`src/rtl/dlar_pkg.sv`:
```
// Package for the dual-line ADC readout sequencer.
// Holds the shared widths, the action codes, the configuration register
// indexes and the structs that pass between modules. No dependencies.
`default_nettype none

package dlar_pkg;

    // Number of ADC devices on the shared readout bus.
    localparam int NumDevices = 4;
    // The busy and chip select fields are four bits wide, so at most four
    // devices can be served, and at least one always is.
    localparam int DevCount = (NumDevices > 4) ? 4 : ((NumDevices < 1) ? 1 : NumDevices);

    localparam int WordBits    = 16;
    localparam int WordsPerDev = 4;
    localparam int CfgWidth    = 3;
    localparam int CfgIdxWidth = 1;

    // Input action codes.
    typedef enum logic [1:0] {
        ACT_TICK     = 2'd0,
        ACT_START_ALL = 2'd1,
        ACT_START_ONE = 2'd2,
        ACT_RESERVED = 2'd3
    } action_t;

    // Configuration register indexes.
    localparam logic [CfgIdxWidth-1:0] CFG_INPUT_RANGE      = 1'd0;
    localparam logic [CfgIdxWidth-1:0] CFG_OVERSAMPLE_RATIO = 1'd1;

    // Oversampling code that the device does not support.
    localparam logic [2:0] OSR_INVALID = 3'd7;

    // Current configuration, from the register block to the sequencer.
    typedef struct packed {
        logic       input_range;
        logic [2:0] oversample_ratio;
    } cfg_t;

endpackage : dlar_pkg

`default_nettype wire

```
`src/rtl/dlar_if.sv`:
```
// Valid/ready channel interfaces of the dual-line ADC readout sequencer.
// One interface carries a pin-level input tick, the other a result tick.
// Depends on nothing.
`default_nettype none

interface dlar_in_if;
    logic       valid;
    logic       ready;
    logic [1:0] action;
    logic [1:0] device_select;
    logic [3:0] busy_lines;
    logic       dout_a;
    logic       dout_b;

    modport source (output valid, action, device_select, busy_lines, dout_a, dout_b,
                    input ready);
    modport sink (input valid, action, device_select, busy_lines, dout_a, dout_b,
                  output ready);
endinterface : dlar_in_if

interface dlar_out_if;
    logic        valid;
    logic        ready;
    logic        convert_n;
    logic [3:0]  chip_select_n;
    logic        serial_clock;
    logic        range_pin;
    logic [2:0]  oversample_pins;
    logic        pair_valid;
    logic [15:0] word_a;
    logic [15:0] word_b;
    logic [4:0]  slot_index;
    logic        last_pair;
    logic        controller_busy;

    modport source (output valid, convert_n, chip_select_n, serial_clock, range_pin,
                    oversample_pins, pair_valid, word_a, word_b, slot_index,
                    last_pair, controller_busy,
                    input ready);
    modport sink (input valid, convert_n, chip_select_n, serial_clock, range_pin,
                  oversample_pins, pair_valid, word_a, word_b, slot_index,
                  last_pair, controller_busy,
                  output ready);
endinterface : dlar_out_if

`default_nettype wire

```
`src/rtl/dual_line_adc_readout_sequencer.sv`:
```
// Top level of the dual-line ADC readout sequencer: sequencer state machine,
// serial shift registers and the result register.
// Depends on dlar_pkg, dlar_if.sv and dlar_cfg_regs.
//
// Usage: every word on data_in is one tick of the ADC pin sequence: the busy
// lines, both serial data levels and an optional start action (all devices
// or one chosen device). For every accepted word exactly one result word
// appears on data_out with the pin levels for that tick (convert_n, chip
// selects, serial clock, range and oversampling pins) and, on the tick that
// completes a 16-bit pair, the two words with their slot index.
// The result of a word accepted at an edge is valid right after that edge.
// One word per cycle while the receiver takes results; the state update and
// the result are computed by one pass of logic from the state registers.
// A single result register parts the two channels: data_in is ready while
// that register is empty or being taken, so a stalled receiver holds the
// pending result and stops intake after one word, with nothing lost.
// Reset clears the sequencer to idle and the configuration to range 0 and
// oversampling code 0. Configuration is written through cfg_we, cfg_index
// and cfg_wdata, and takes effect on the next accepted word.
`default_nettype none

module dual_line_adc_readout_sequencer (
    input  wire logic                             clk,
    input  wire logic                             rst_n,
    input  wire logic                             cfg_we,
    input  wire logic [dlar_pkg::CfgIdxWidth-1:0] cfg_index,
    input  wire logic [dlar_pkg::CfgWidth-1:0]    cfg_wdata,
    dlar_in_if.sink                               data_in,
    dlar_out_if.source                            data_out
);
    import dlar_pkg::*;

    typedef enum logic [1:0] {
        PH_IDLE = 2'd0,
        PH_WAIT = 2'd1,
        PH_LOW  = 2'd2,
        PH_HIGH = 2'd3
    } phase_t;

    typedef struct packed {
        logic        convert_n;
        logic [3:0]  chip_select_n;
        logic        serial_clock;
        logic        range_pin;
        logic [2:0]  oversample_pins;
        logic        pair_valid;
        logic [15:0] word_a;
        logic [15:0] word_b;
        logic [4:0]  slot_index;
        logic        last_pair;
        logic        controller_busy;
    } result_t;

    localparam logic [2:0] DevCountL = 3'(DevCount);

    cfg_t cfg;

    phase_t      phase_reg, phase_next;
    logic        all_mode_reg, all_mode_next;
    logic [1:0]  device_reg, device_next;
    logic [1:0]  word_cnt_reg, word_cnt_next;
    logic [3:0]  bit_cnt_reg, bit_cnt_next;
    logic [15:0] shift_a_reg, shift_a_next;
    logic [15:0] shift_b_reg, shift_b_next;
    logic        out_valid_reg;
    result_t     result_reg, result_next;

    logic        accept;
    logic [3:0]  dev_cs;
    logic [15:0] bit_mask;
    action_t     act;

    dlar_cfg_regs u_cfg (
        .clk       (clk),
        .rst_n     (rst_n),
        .cfg_we    (cfg_we),
        .cfg_index (cfg_index),
        .cfg_wdata (cfg_wdata),
        .cfg       (cfg)
    );

    // Intake runs whenever the result register is free or being emptied.
    assign data_in.ready = !out_valid_reg || data_out.ready;
    assign accept        = data_in.valid && data_in.ready;
    assign act           = action_t'(data_in.action);

    assign dev_cs   = ~(4'b0001 << device_reg);
    assign bit_mask = 16'h8000 >> bit_cnt_reg;

    // One tick of the sequencer: next state and the result for this tick.
    always_comb
    begin
        phase_next    = phase_reg;
        all_mode_next = all_mode_reg;
        device_next   = device_reg;
        word_cnt_next = word_cnt_reg;
        bit_cnt_next  = bit_cnt_reg;
        shift_a_next  = shift_a_reg;
        shift_b_next  = shift_b_reg;

        result_next                 = '0;
        result_next.convert_n       = 1'b1;
        result_next.chip_select_n   = 4'hF;
        result_next.serial_clock    = 1'b1;
        result_next.range_pin       = cfg.input_range;
        result_next.oversample_pins = cfg.oversample_ratio;
        result_next.controller_busy = 1'b1;

        unique case (phase_reg)
            PH_IDLE:
            begin
                result_next.controller_busy = 1'b0;
                if (act == ACT_START_ALL ||
                    (act == ACT_START_ONE && {1'b0, data_in.device_select} < DevCountL))
                begin
                    all_mode_next = (act == ACT_START_ALL);
                    device_next   = (act == ACT_START_ALL) ? 2'd0 : data_in.device_select;
                    word_cnt_next = 2'd0;
                    bit_cnt_next  = 4'd0;
                    phase_next    = PH_WAIT;
                    result_next.convert_n       = 1'b0;
                    result_next.controller_busy = 1'b1;
                end
            end
            PH_WAIT:
            begin
                if (!data_in.busy_lines[device_reg])
                begin
                    result_next.chip_select_n = dev_cs;
                    word_cnt_next = 2'd0;
                    bit_cnt_next  = 4'd0;
                    phase_next    = PH_LOW;
                end
            end
            PH_LOW:
            begin
                // Sample both lines while the serial clock is low.
                result_next.chip_select_n = dev_cs;
                result_next.serial_clock  = 1'b0;
                shift_a_next = (bit_cnt_reg == 4'd0) ? 16'h0000 : shift_a_reg;
                shift_b_next = (bit_cnt_reg == 4'd0) ? 16'h0000 : shift_b_reg;
                if (data_in.dout_a)
                begin
                    shift_a_next = shift_a_next | bit_mask;
                end
                if (data_in.dout_b)
                begin
                    shift_b_next = shift_b_next | bit_mask;
                end
                phase_next = PH_HIGH;
            end
            PH_HIGH:
            begin
                result_next.chip_select_n = dev_cs;
                if (bit_cnt_reg == 4'(WordBits - 1))
                begin
                    // Sixteenth bit done: report the pair.
                    result_next.pair_valid = 1'b1;
                    result_next.word_a     = shift_a_reg;
                    result_next.word_b     = shift_b_reg;
                    result_next.slot_index = all_mode_reg ? {device_reg, 1'b0, word_cnt_reg}
                                                          : {3'b000, word_cnt_reg};
                    bit_cnt_next = 4'd0;
                    if (word_cnt_reg == 2'(WordsPerDev - 1))
                    begin
                        word_cnt_next = 2'd0;
                        if (all_mode_reg && ({1'b0, device_reg} + 3'd1) < DevCountL)
                        begin
                            device_next = device_reg + 2'd1;
                            phase_next  = PH_WAIT;
                        end
                        else
                        begin
                            result_next.last_pair = 1'b1;
                            phase_next            = PH_IDLE;
                        end
                    end
                    else
                    begin
                        word_cnt_next = word_cnt_reg + 2'd1;
                        phase_next    = PH_LOW;
                    end
                end
                else
                begin
                    bit_cnt_next = bit_cnt_reg + 4'd1;
                    phase_next   = PH_LOW;
                end
            end
            default:
            begin
                phase_next = PH_IDLE;
                result_next.controller_busy = 1'b0;
            end
        endcase
    end

    // Sequencer state, advanced once per accepted word.
    always_ff @(posedge clk or negedge rst_n)
    begin
        if (!rst_n)
        begin
            phase_reg    <= PH_IDLE;
            all_mode_reg <= 1'b0;
            device_reg   <= 2'd0;
            word_cnt_reg <= 2'd0;
            bit_cnt_reg  <= 4'd0;
            shift_a_reg  <= 16'h0000;
            shift_b_reg  <= 16'h0000;
        end
        else if (accept)
        begin
            phase_reg    <= phase_next;
            all_mode_reg <= all_mode_next;
            device_reg   <= device_next;
            word_cnt_reg <= word_cnt_next;
            bit_cnt_reg  <= bit_cnt_next;
            shift_a_reg  <= shift_a_next;
            shift_b_reg  <= shift_b_next;
        end
    end

    // Result register valid flag.
    always_ff @(posedge clk or negedge rst_n)
    begin
        if (!rst_n)
        begin
            out_valid_reg <= 1'b0;
        end
        else if (accept)
        begin
            out_valid_reg <= 1'b1;
        end
        else if (data_out.ready)
        begin
            out_valid_reg <= 1'b0;
        end
    end

    // Result payload, loaded with each accepted word.
    always_ff @(posedge clk)
    begin
        if (accept)
        begin
            result_reg <= result_next;
        end
    end

    assign data_out.valid           = out_valid_reg;
    assign data_out.convert_n       = result_reg.convert_n;
    assign data_out.chip_select_n   = result_reg.chip_select_n;
    assign data_out.serial_clock    = result_reg.serial_clock;
    assign data_out.range_pin       = result_reg.range_pin;
    assign data_out.oversample_pins = result_reg.oversample_pins;
    assign data_out.pair_valid      = result_reg.pair_valid;
    assign data_out.word_a          = result_reg.word_a;
    assign data_out.word_b          = result_reg.word_b;
    assign data_out.slot_index      = result_reg.slot_index;
    assign data_out.last_pair       = result_reg.last_pair;
    assign data_out.controller_busy = result_reg.controller_busy;

endmodule : dual_line_adc_readout_sequencer

`default_nettype wire

```
`src/rtl/dlar_cfg_regs.sv`:
```
// Configuration registers of the dual-line ADC readout sequencer:
// range pin level and oversampling code, written through a plain write port.
// Depends on dlar_pkg.
`default_nettype none

module dlar_cfg_regs (
    input  wire logic                             clk,
    input  wire logic                             rst_n,
    input  wire logic                             cfg_we,
    input  wire logic [dlar_pkg::CfgIdxWidth-1:0] cfg_index,
    input  wire logic [dlar_pkg::CfgWidth-1:0]    cfg_wdata,
    output dlar_pkg::cfg_t                        cfg
);
    import dlar_pkg::*;

    cfg_t cfg_reg;

    // Register writes; an unsupported oversampling code leaves the old one.
    always_ff @(posedge clk or negedge rst_n)
    begin
        if (!rst_n)
        begin
            cfg_reg <= '0;
        end
        else if (cfg_we)
        begin
            unique case (cfg_index)
                CFG_INPUT_RANGE:
                begin
                    cfg_reg.input_range <= cfg_wdata[0];
                end
                CFG_OVERSAMPLE_RATIO:
                begin
                    if (cfg_wdata[2:0] != OSR_INVALID)
                    begin
                        cfg_reg.oversample_ratio <= cfg_wdata[2:0];
                    end
                end
                default:
                begin
                    cfg_reg <= cfg_reg;
                end
            endcase
        end
    end

    assign cfg = cfg_reg;

endmodule : dlar_cfg_regs

`default_nettype wire

```
`src/flat_wrapper.sv`:
```
// flat-port wrapper written by rule: the top's interface ports become plain ports
module dual_line_adc_readout_sequencer_flat import dlar_pkg::*;
  (clk, rst_n, cfg_we, cfg_index, cfg_wdata, data_in_valid, data_in_action, data_in_device_select, data_in_busy_lines, data_in_dout_a, data_in_dout_b, data_in_ready, data_out_valid, data_out_convert_n, data_out_chip_select_n, data_out_serial_clock, data_out_range_pin, data_out_oversample_pins, data_out_pair_valid, data_out_word_a, data_out_word_b, data_out_slot_index, data_out_last_pair, data_out_controller_busy, data_out_ready);
  dlar_in_if data_in_i ();
  dlar_out_if data_out_i ();
  input  wire logic clk;
  input  wire logic rst_n;
  input  wire logic cfg_we;
  input  wire logic [dlar_pkg::CfgIdxWidth-1:0] cfg_index;
  input  wire logic [dlar_pkg::CfgWidth-1:0] cfg_wdata;
  input wire logic [$bits(data_in_i.valid)-1:0] data_in_valid;
  input wire logic [$bits(data_in_i.action)-1:0] data_in_action;
  input wire logic [$bits(data_in_i.device_select)-1:0] data_in_device_select;
  input wire logic [$bits(data_in_i.busy_lines)-1:0] data_in_busy_lines;
  input wire logic [$bits(data_in_i.dout_a)-1:0] data_in_dout_a;
  input wire logic [$bits(data_in_i.dout_b)-1:0] data_in_dout_b;
  output wire logic [$bits(data_in_i.ready)-1:0] data_in_ready;
  output wire logic [$bits(data_out_i.valid)-1:0] data_out_valid;
  output wire logic [$bits(data_out_i.convert_n)-1:0] data_out_convert_n;
  output wire logic [$bits(data_out_i.chip_select_n)-1:0] data_out_chip_select_n;
  output wire logic [$bits(data_out_i.serial_clock)-1:0] data_out_serial_clock;
  output wire logic [$bits(data_out_i.range_pin)-1:0] data_out_range_pin;
  output wire logic [$bits(data_out_i.oversample_pins)-1:0] data_out_oversample_pins;
  output wire logic [$bits(data_out_i.pair_valid)-1:0] data_out_pair_valid;
  output wire logic [$bits(data_out_i.word_a)-1:0] data_out_word_a;
  output wire logic [$bits(data_out_i.word_b)-1:0] data_out_word_b;
  output wire logic [$bits(data_out_i.slot_index)-1:0] data_out_slot_index;
  output wire logic [$bits(data_out_i.last_pair)-1:0] data_out_last_pair;
  output wire logic [$bits(data_out_i.controller_busy)-1:0] data_out_controller_busy;
  input wire logic [$bits(data_out_i.ready)-1:0] data_out_ready;
  assign data_in_i.valid = data_in_valid;
  assign data_in_i.action = data_in_action;
  assign data_in_i.device_select = data_in_device_select;
  assign data_in_i.busy_lines = data_in_busy_lines;
  assign data_in_i.dout_a = data_in_dout_a;
  assign data_in_i.dout_b = data_in_dout_b;
  assign data_in_ready = data_in_i.ready;
  assign data_out_valid = data_out_i.valid;
  assign data_out_convert_n = data_out_i.convert_n;
  assign data_out_chip_select_n = data_out_i.chip_select_n;
  assign data_out_serial_clock = data_out_i.serial_clock;
  assign data_out_range_pin = data_out_i.range_pin;
  assign data_out_oversample_pins = data_out_i.oversample_pins;
  assign data_out_pair_valid = data_out_i.pair_valid;
  assign data_out_word_a = data_out_i.word_a;
  assign data_out_word_b = data_out_i.word_b;
  assign data_out_slot_index = data_out_i.slot_index;
  assign data_out_last_pair = data_out_i.last_pair;
  assign data_out_controller_busy = data_out_i.controller_busy;
  assign data_out_i.ready = data_out_ready;
  dual_line_adc_readout_sequencer u_core (.clk(clk), .rst_n(rst_n), .cfg_we(cfg_we), .cfg_index(cfg_index), .cfg_wdata(cfg_wdata), .data_in(data_in_i), .data_out(data_out_i));
endmodule
```
`config.mk`:
```
export PLATFORM = sky130hd
export DESIGN_NAME = dual_line_adc_readout_sequencer_flat
export DESIGN_NICKNAME = d
export VERILOG_FILES = /design/src/rtl/dlar_pkg.sv /design/src/rtl/dlar_if.sv /design/src/rtl/dual_line_adc_readout_sequencer.sv /design/src/rtl/dlar_cfg_regs.sv /design/src/flat_wrapper.sv
export SDC_FILE = /design/constraint.sdc
export NUM_CORES = 1
export LEC_CHECK = 0
export BUFFER_PORTS_ARGS = -buffer_cell sky130_fd_sc_hd__buf_2
export CORE_MARGIN = 3
export CORE_UTILIZATION = 51
export CTS_CLUSTER_SIZE = 25
export DETAILED_ROUTE_END_ITERATION = 8
export GPL_ROUTABILITY_DRIVEN = 0
export PLACE_DENSITY = 0.78
export SLEW_MARGIN = 5
export SYNTH_ARGS = -nofsm -noshare
export SYNTH_HDL_FRONTEND = slang
export SYNTH_SLANG_ARGS = --single-unit
export TNS_END_PERCENT = 100
```
`constraint.sdc`:
```
create_clock -name clk -period 4.2 [get_ports clk]
set_input_delay 0.84 -clock clk [delete_from_list [all_inputs] [get_ports clk]]
set_output_delay 0.84 -clock clk [all_outputs]
set_load 0.01 [all_outputs]
```
==> results of run 1 <==
==> worst min path at each step <==
stage / endpoint / slack, ns / depth (start not counted)
final: u_core.data_out.range_pin$_DFFE_PP_ / 0.46 / 0
after global routing: u_core.data_out.range_pin$_DFFE_PP_ / 0.47 / 0
after CTS: u_core.data_out.range_pin$_DFFE_PP_ / 0.46 / 0
after detailed placement: u_core.data_out.range_pin$_DFFE_PP_ / 0.44 / 0
after global placement: u_core.data_out.range_pin$_DFFE_PP_ / 0.44 / 0
after floorplan: u_core.data_out.range_pin$_DFFE_PP_ / 0.42 / 0
==> kinds of logic after synthesis <==
kind of cell | synth area share (%)
adders and majority gates | 3.72
and+or+nand+nor | 14.2
AOI/OAI and AO/OA | 10.6
muxes | 2.39
DFF | 66.3
other | 0.0930
buffers and inverters | 2.67
==> synthesized netlist by cell type, drive strengths merged (2+ instances only) <==
cell type   n  share of area, %
and3        4              0.62
nor2b       3              0.47
nand2      22               2.1
a31oi       3              0.47
o211ai      3              0.68
inv        13               1.2
dfrtp      48                30
edfxtp     49                36
mux2        5               1.4
mux2i       4              0.99
nor2        7              0.65
a21oi       8              0.99
o2bb2ai    23               5.0
o22a        4              0.87
buf         6              0.81
ha         12               3.7
o21ai       3              0.37
nand2b      4              0.62
or4         2              0.47
a22o        4              0.87
and2       33               5.1
or3b        2              0.43
nor3        4              0.50
nand4       5              0.78
and4        2              0.43
clkbuf      7              0.65
nand3       6               1.2
==> layout make-up <==
cell class | count | area, µm² | area share (%)
sequential | 97 | 2670 | 57.1
inverter | 13 | 48.8 | 1.04
clock buffer | 11 | 163 | 3.48
multi-input combinational | 174 | 1250 | 26.8
timing repair buffer | 71 | 360 | 7.70
clock inverter | 5 | 60.1 | 1.28
tap | 99 | 124 | 2.65
==> metrics by stage <==
stage                     utilization [%]  instances  hold WS [ns]  worst slack (ns)
after floorplan                         -        297         0.419              1.57
after global placement               59.9        454         0.435              1.57
after detailed placement             59.9        454         0.439              1.45
after CTS                            62.9        470         0.461              1.84
after global routing                 62.9        470         0.471              1.62
final                                62.9        470         0.457              1.84
==> layer usage <==
layer / global-route usage, % / part of all wire [%] / up-vias
met4: 6.61 / 1.8 / 0
li1: - / - / 1226
met1: 24.6 / 45 / 1207
met3: 4.46 / 4.7 / 16
met2: 27.8 / 48 / 73
met5: 0 / 0 / -
==> critical path: cells and delay by family <==
| family | cells | cell delay [ns] |
|---|---|---|
| AO/OA/AOI/OAI | 1 | 0.09 |
| buffers and inverters | 3 | 0.95 |
| AND/OR/NAND/NOR | 3 | 0.70 |
==> where the power goes <==
part	total (mW)	switching [mW]	internal, mW	leakage (nW)
clock	0.641	0.311	0.330	0.111
sequential	1.23	0.102	1.13	1.09
combinational	0.377	0.232	0.145	0.802
==> impl.org, run 1 <==
** Drt
- In the routed layout, each cell is associated on average with a via count of 5.37.
- The routed layout has 2,522 vias.
- Residual DRC count :: 0
- Drt first-iter violations :: 118
- Wire per inst :: 16.2 µm
- Total detailed-routing wirelength :: 7.60 mm
- The pre-antenna-repair detailed-routing pass consisted of 4 iterations.
- Once detail routing completed, the nets flagged for antenna violations numbered 0.

** Power
- Total power for the finished layout comes to 2.25 mW.
- Pwr/cell area :: 481 nW/µm²
- Maximum resistive drop on vdd :: 0.204 mV
- The analysis attributes to cell leakage a power of 2.01 nW.

** Placed design
- HPWL after detailed placement :: 5.23 mm
- Post-DP Area :: 4460 µm²
- Number of buffer cells added on primary ports :: 69

** Clocking
- After clock tree synthesis, the setup repair step added 0 buffers.
- Resize count post-CTS :: 0
- Inserted Clock Buffers :: 9
- The clock net in this run drives a total of 97 sinks.
- Clock tree buffer depth :: 2
- The H-tree generated during clock tree synthesis spans 3 levels.
- Quantity of hold-fixing buffers added after cts :: 0
- Clock latency at the later pin of the worst-skew pair :: 0.35 ns
- Clock Tree Root :: clkbuf_8
- Clock tree from TritonCTS :: yes
- Clock-pin slew was measured on the worst setup and hold paths at 0.09 ns.

** Finish
- Once layout is done, the placed cells without fillers occupy 4680 µm².
- The area growth from synthesis to layout is 16.1%.
- Fraction of layout cells with a size suffix above 1 :: 26.4%
- Antenna cells :: 0
- Leaving out fill and tap cells, the most frequent cells in the layout are buf_2 (69), edfxtp_1 (49), dfrtp_1 (48), and2_1 (33), o2bb2ai_1 (23).
- Number of filler cells placed in the layout :: 596
- Net count, final :: 397
- Most common cell after layout, fill and taps aside :: buf_2

** Setup path
- In this run the register-to-register setup slack is 2.00 ns.
- Length in cells of the worst reg-to-reg path :: 5
- Nature of the critical path endpoint :: register
- Reg2reg start :: u_core.phase_reg[0]$_DFFE_PN0P_
- The setup path with the least slack is of type in -> reg.
- Following the worst setup path forward leads to its endpoint at u_core.phase_reg[1]$_DFFE_PN0P_.
- Max Fanout on Critical Path :: 29
- Critical path startpoint category :: primary input
- The signal on the critical path passes through buf_2 > nand2b_1 > nand2_1 > inv_2 > buf_4 > and3_1 > a31oi_1.
- The slowest stage of the critical path is the inv_2 cell.
- Required arrival time at the worst endpoint :: 4.43 ns
- Endpoint of the most critical register-to-register path :: u_core.data_out.last_pair$_SDFFCE_PN0P_
- Arr. time, crit path :: 2.60 ns
- Worst stage delay on the critical path :: 0.46 ns
- CP startpoint :: data_out_ready

** Timing
- Hold Violations, Final :: 0
- Final critical-path required period :: 2.36 ns
- Fmax :: 423 MHz
- Setup repair after global routing missed its margin :: false
- Dividing the final minimum period by the clock period gives 56.2%.
- For the pin with the worst max-slew slack, the measured transition is 1.04 ns.
- Setup Skew :: 0.00688 ns
- Final setup violating endpoints :: 0
- Headroom to the max-slew limit came out at 31.0%.
- Number of slew-limit violations in the final report :: 0
- After routing, the total negative slack on setup checks comes to 0 ns.

** GRT
- Number of global-route vias before repair :: 2,462
- Initial antenna violation count :: 0
- Largest net degree at the start of global routing :: 49
- Global routing used 17.9% of the available tracks across all layers.
- Overflow left after global routing :: 0
- Wire length of the first global-routing pass :: 12.3 mm

** Synth
- Cell area after synthesis :: 4030 µm²
- In this run, synthesis inferred 49 flip-flops with an integrated enable.
- Share of async-settable or async-resettable flops after synthesis :: 49.5%
- After synthesis, flip-flops and latches occupy 66.3% of the total area.
- Dividing the synthesized area by the synthesized cell count gives 13.6 µm².
- Synthesis produced a netlist with a net count of 328.
- Flip-flop and latch count after synthesis :: 97
- In the synthesized netlist, the number of instances is 297.
- Unique masters post-synth :: 47
- For this run, the leading register cell type out of synthesis is edfxtp_1.
- Yosys warns :: 0

** Floorplanning
- Chip Height :: 94.9 µm
- Pin placement for this block handled 71 I/O pins.
- Area of the die :: 9010 µm²
- The core region is 7450 µm².
- Once the floorplan was initialized, standard cells occupied 54.1% of the core.
- The floorplan has 31 rows.
- Measured along the x axis, the die boundary spans 94.9 µm.

** Job
- Max cap viols :: 0

** Min path
- Startpoint of the lowest-slack hold path :: u_core.u_cfg.cfg[3]$_DFFE_PN0P_
- Worst hold path class :: reg -> reg

** Status
- Outcome :: complete, no violations
Note: power is estimated with default switching activity, not from simulation.
==> run 2: changes to the inputs <==
--- a/config.mk
+++ b/config.mk
@@ -5,13 +5,14 @@
 export SDC_FILE = /design/constraint.sdc
 export NUM_CORES = 1
 export LEC_CHECK = 0
+export ABC_AREA = 1
 export BUFFER_PORTS_ARGS = -buffer_cell sky130_fd_sc_hd__buf_2
 export CORE_MARGIN = 3
-export CORE_UTILIZATION = 51
+export CORE_UTILIZATION = 50
 export CTS_CLUSTER_SIZE = 25
 export DETAILED_ROUTE_END_ITERATION = 8
 export GPL_ROUTABILITY_DRIVEN = 0
-export PLACE_DENSITY = 0.78
+export PLACE_DENSITY = 0.79
 export SLEW_MARGIN = 5
 export SYNTH_ARGS = -nofsm -noshare
 export SYNTH_HDL_FRONTEND = slang
==> constraint.sdc (replaced) <==
create_clock -name clk -period 2.05 [get_ports clk]
set_input_delay 0.41 -clock clk [delete_from_list [all_inputs] [get_ports clk]]
set_output_delay 0.41 -clock clk [all_outputs]
set_load 0.01 [all_outputs]
==> impl.org, run 2 <==
** Clocking
- No sink is reached through more buffers than the 2 on the longest clock path.
- TritonCTS built the clock tree.
- Post-CTS setup repair buffer count :: 0
- Clock latency at the later pin of the worst-skew pair :: 0.35 ns
- After clock tree synthesis, the flow added hold-fix buffers numbering 0.
- The number of gates resized after CTS was 0.
- CTS built an H-tree with a depth of 3.
- Counting the buffers created by CTS gives 9.
- After clock tree synthesis, the clock-pin slew on the worst setup and hold paths is 0.08 ns.
- Clock tree synthesis selected as its root buffer the cell clkbuf_8.
- Sink Count :: 97

** Setup path
- For the worst setup path, the data required time is 2.15 ns.
- Arr. time, crit path :: 1.81 ns
- The worst register-to-register path has a depth of 6.
- Max Fanout on Critical Path :: 28
- Kind of critical path :: reg -> reg
- In this run the critical register-to-register path is launched from u_core.bit_cnt_reg[0]$_DFFE_PN0P_.
- Endpoint of the most critical register-to-register path :: u_core.data_out.word_b[15]$_SDFFCE_PN0P_
- For flop-to-flop paths, the worst setup slack is 0.34 ns.
- STA classifies the critical path endpoint as a register.
- STA classifies the critical path startpoint as a register.

** Synth
- Share of async-settable or async-resettable flops after synthesis :: 49.5%
- Share of cell area taken by muxes after synthesis :: 0%
- Top cells by area in the synthesized netlist :: edfxtp_1 (36%), dfrtp_1 (29%), nand2_1 (6.4%), inv_1 (5.7%), o21ai_1 (4.4%)
- Xor and xnor area share after synthesis :: 0%
- Summed over all instances, the cell type with the most area after synthesis is edfxtp_1.
- Largest family of logic cells by synthesized area :: simple AND/OR/NAND/NOR gates
- Of the total synthesized cell area, the portion taken by AND, OR, NAND and NOR gates is 16.2%.
- For this run, the number of Yosys warnings is 0.
- The cell area that synthesis handed to floorplanning was 4090 µm².
- Among all flip-flop cells after synthesis, the most frequent one is edfxtp_1.
- The most common cell in the synthesized netlist is nand2_1.
- Yosys mapped the design onto 29 distinct sky130hd cell types.
- Post-Synth Adder-Cell Area :: 3.67%
- Summing the areas of all compound-gate instances in the mapped netlist gives 6.76% of the synthesized area.
- After synthesis, the mean cell area works out to 10.5 µm².
- After synthesis, the largest area contributor takes up 36.0% of total cell area.
- For this run, the register share of the synthesized area comes to 65.4%.
- After synthesis the netlist holds a flip-flop and latch count of 97.
- In the synthesized netlist, the number of instances is 390.
- Post-synth top cells :: nand2_1 (70), inv_1 (62), edfxtp_1 (49)
- In this run, synthesis inferred 49 flip-flops with an integrated enable.
- Nets in the synthesized netlist :: 421

** Drt
- Residual DRC count :: 0
- Dividing the detail-routed via count by the number of cells gives 4.85.
- Total detailed-routing wirelength :: 7.34 mm
- Vias :: 2,767
- Drt first-iter violations :: 129
- The first detailed-routing pass took 5 iterations.
- Residual antenna-violating net count after detailed routing :: 0
- Dividing the detail-routed wire length by the instance count gives 12.9 µm.

** Job
- Max cap viols :: 0

** GRT
- Wire length of the first global-routing pass :: 12.3 mm
- In the global route stage, overall resource usage came out at 17.2%.
- Initial antenna violation count :: 0
- The via count of the first global-routing pass was 2,665.
- Overflow left after global routing :: 0
- Largest net degree at the start of global routing :: 49

** Finish
- For this run, the post-layout net count is 494.
- The number of antenna diodes in the final layout is 0.
- Most used cells in the layout excluding fill and tap cells :: nand2_1 (70), buf_2 (69), inv_1 (61), edfxtp_1 (49), dfrtp_1 (48)
- Measured on the finished design, the core utilization comes to 59.9%.
- Most common cell after layout, fill and taps aside :: nand2_1
- The post-route netlist has 21.4% of its cells at a drive strength greater than 1.
- Compared with the post-synthesis result, the final layout area differs by 15.0%.

** Timing
- Fmax :: 586 MHz
- Setup Skew :: 0.0130 ns
- Slew of the pin with the lowest slew margin :: 0.622 ns
- After layout, the worst path uses 83.3% of the clock period.
- Final-layout setup total negative slack :: 0 ns
- The number of pins with negative max-slew slack in the final report is 0.
- Hold is met by 0.147 ns.
- Final critical-path required period :: 1.71 ns
- Setup violations remaining at the end of the flow were counted as 0.
- Setup repair after global routing left no endpoint under its margin.
- Worst slew margin :: 58.3%
- The total count of hold-check failures in the final report was 0.

** Placed design
- In this run the tool buffered the top-level ports with 69 buffer cells.
- HPWL after detailed placement :: 5.34 mm

** Power
- Standby leakage power :: 2.04 nW
- Maximum resistive drop on vdd :: 0.393 mV
- Pwr/cell area :: 986 nW/µm²
- Sum of internal, switching and leakage power :: 4.64 mW

** Floorplanning
- Initial core utilization :: 52.1%
- The die covers 9300 µm².
- Standard-cell rows :: 32
- 71 I/O pins were placed.
- Chip Height :: 96.4 µm
- Core Box Area :: 7850 µm²
- Horiz. Die Dim :: 96.4 µm

** Status
- The flow ran to the end, and the final reports show no timing, DRC or antenna violations.

** Min path
- Worst hold path class :: in -> async
## run 2: how the worst max path moves through the flow
stage	start	end	slack, ns	depth (start not counted)
floorplan	data_out_ready	u_core.bit_cnt_reg[0]$_DFFE_PN0P_	0.004	9
global placement	u_core.bit_cnt_reg[0]$_DFFE_PN0P_	u_core.data_out.word_b[15]$_SDFFCE_PN0P_	0.41	6
detailed placement	data_out_ready	u_core.shift_a_reg[11]$_DFFE_PN0P_	0.34	8
CTS	u_core.bit_cnt_reg[0]$_DFFE_PN0P_	u_core.data_out.word_b[15]$_SDFFCE_PN0P_	0.33	6
global route	u_core.bit_cnt_reg[0]$_DFFE_PN0P_	u_core.data_out.word_b[15]$_SDFFCE_PN0P_	0.22	6
finish	u_core.bit_cnt_reg[0]$_DFFE_PN0P_	u_core.data_out.word_b[15]$_SDFFCE_PN0P_	0.34	6
## run 2: metal layers
metal / vias up / share of wire (%) / global-route usage, %
li1: 1400 / - / -
met4: 0 / 1.9 / 7.83
met5: - / 0 / 0
met2: 76 / 51 / 28.9
met3: 12 / 4.8 / 3.33
met1: 1279 / 42 / 21.8
## run 2: logic make-up (layout without fill, tap and decap cells)
kind of cell / after synthesis / after routing
and+or+nand+nor: 151 / 151
buffers and inverters: 76 / 154
DFF: 97 / 97
other: 1 / 1
adders and majority gates: 12 / 12
AOI/OAI and AO/OA: 53 / 53
## run 2: cell type report
type                    count  area, µm²
clock buffers              10        128
clock inverters             6       35.0
multi-input cells         217       1100
flip-flops and latches     97       2670
well taps                 102        128
repair buffers             72        393
inverters                  66        251
fillers                   661       3140
## run 2: power breakdown
| part | switching [mW] | internal (mW) | total, mW |
|---|---|---|---|
| Sequential | 0.173 | 2.37 | 2.54 |
| Combinational | 0.711 | 0.344 | 1.06 |
| Clock | 0.613 | 0.431 | 1.04 |
## run 2: critical path, cell delays in order (launching register included)
cell and delay [ns]:
dfrtp_1 0.46, ha_1 0.27, nand3_1 0.18, nor2_4 0.07, inv_2 0.21, buf_12 0.21
nor2_1 0.06
## run 2: per-stage QoR
stage	cells	instance area [µm²]	setup WS [ns]
2_1_floorplan	390	4100	0.00375
3_3_place_gp	554	4540	0.415
3_5_place_dp	554	4540	0.342
4_1_cts	570	4700	0.332
5_1_grt	570	4700	0.219
6_report	570	4700	0.343
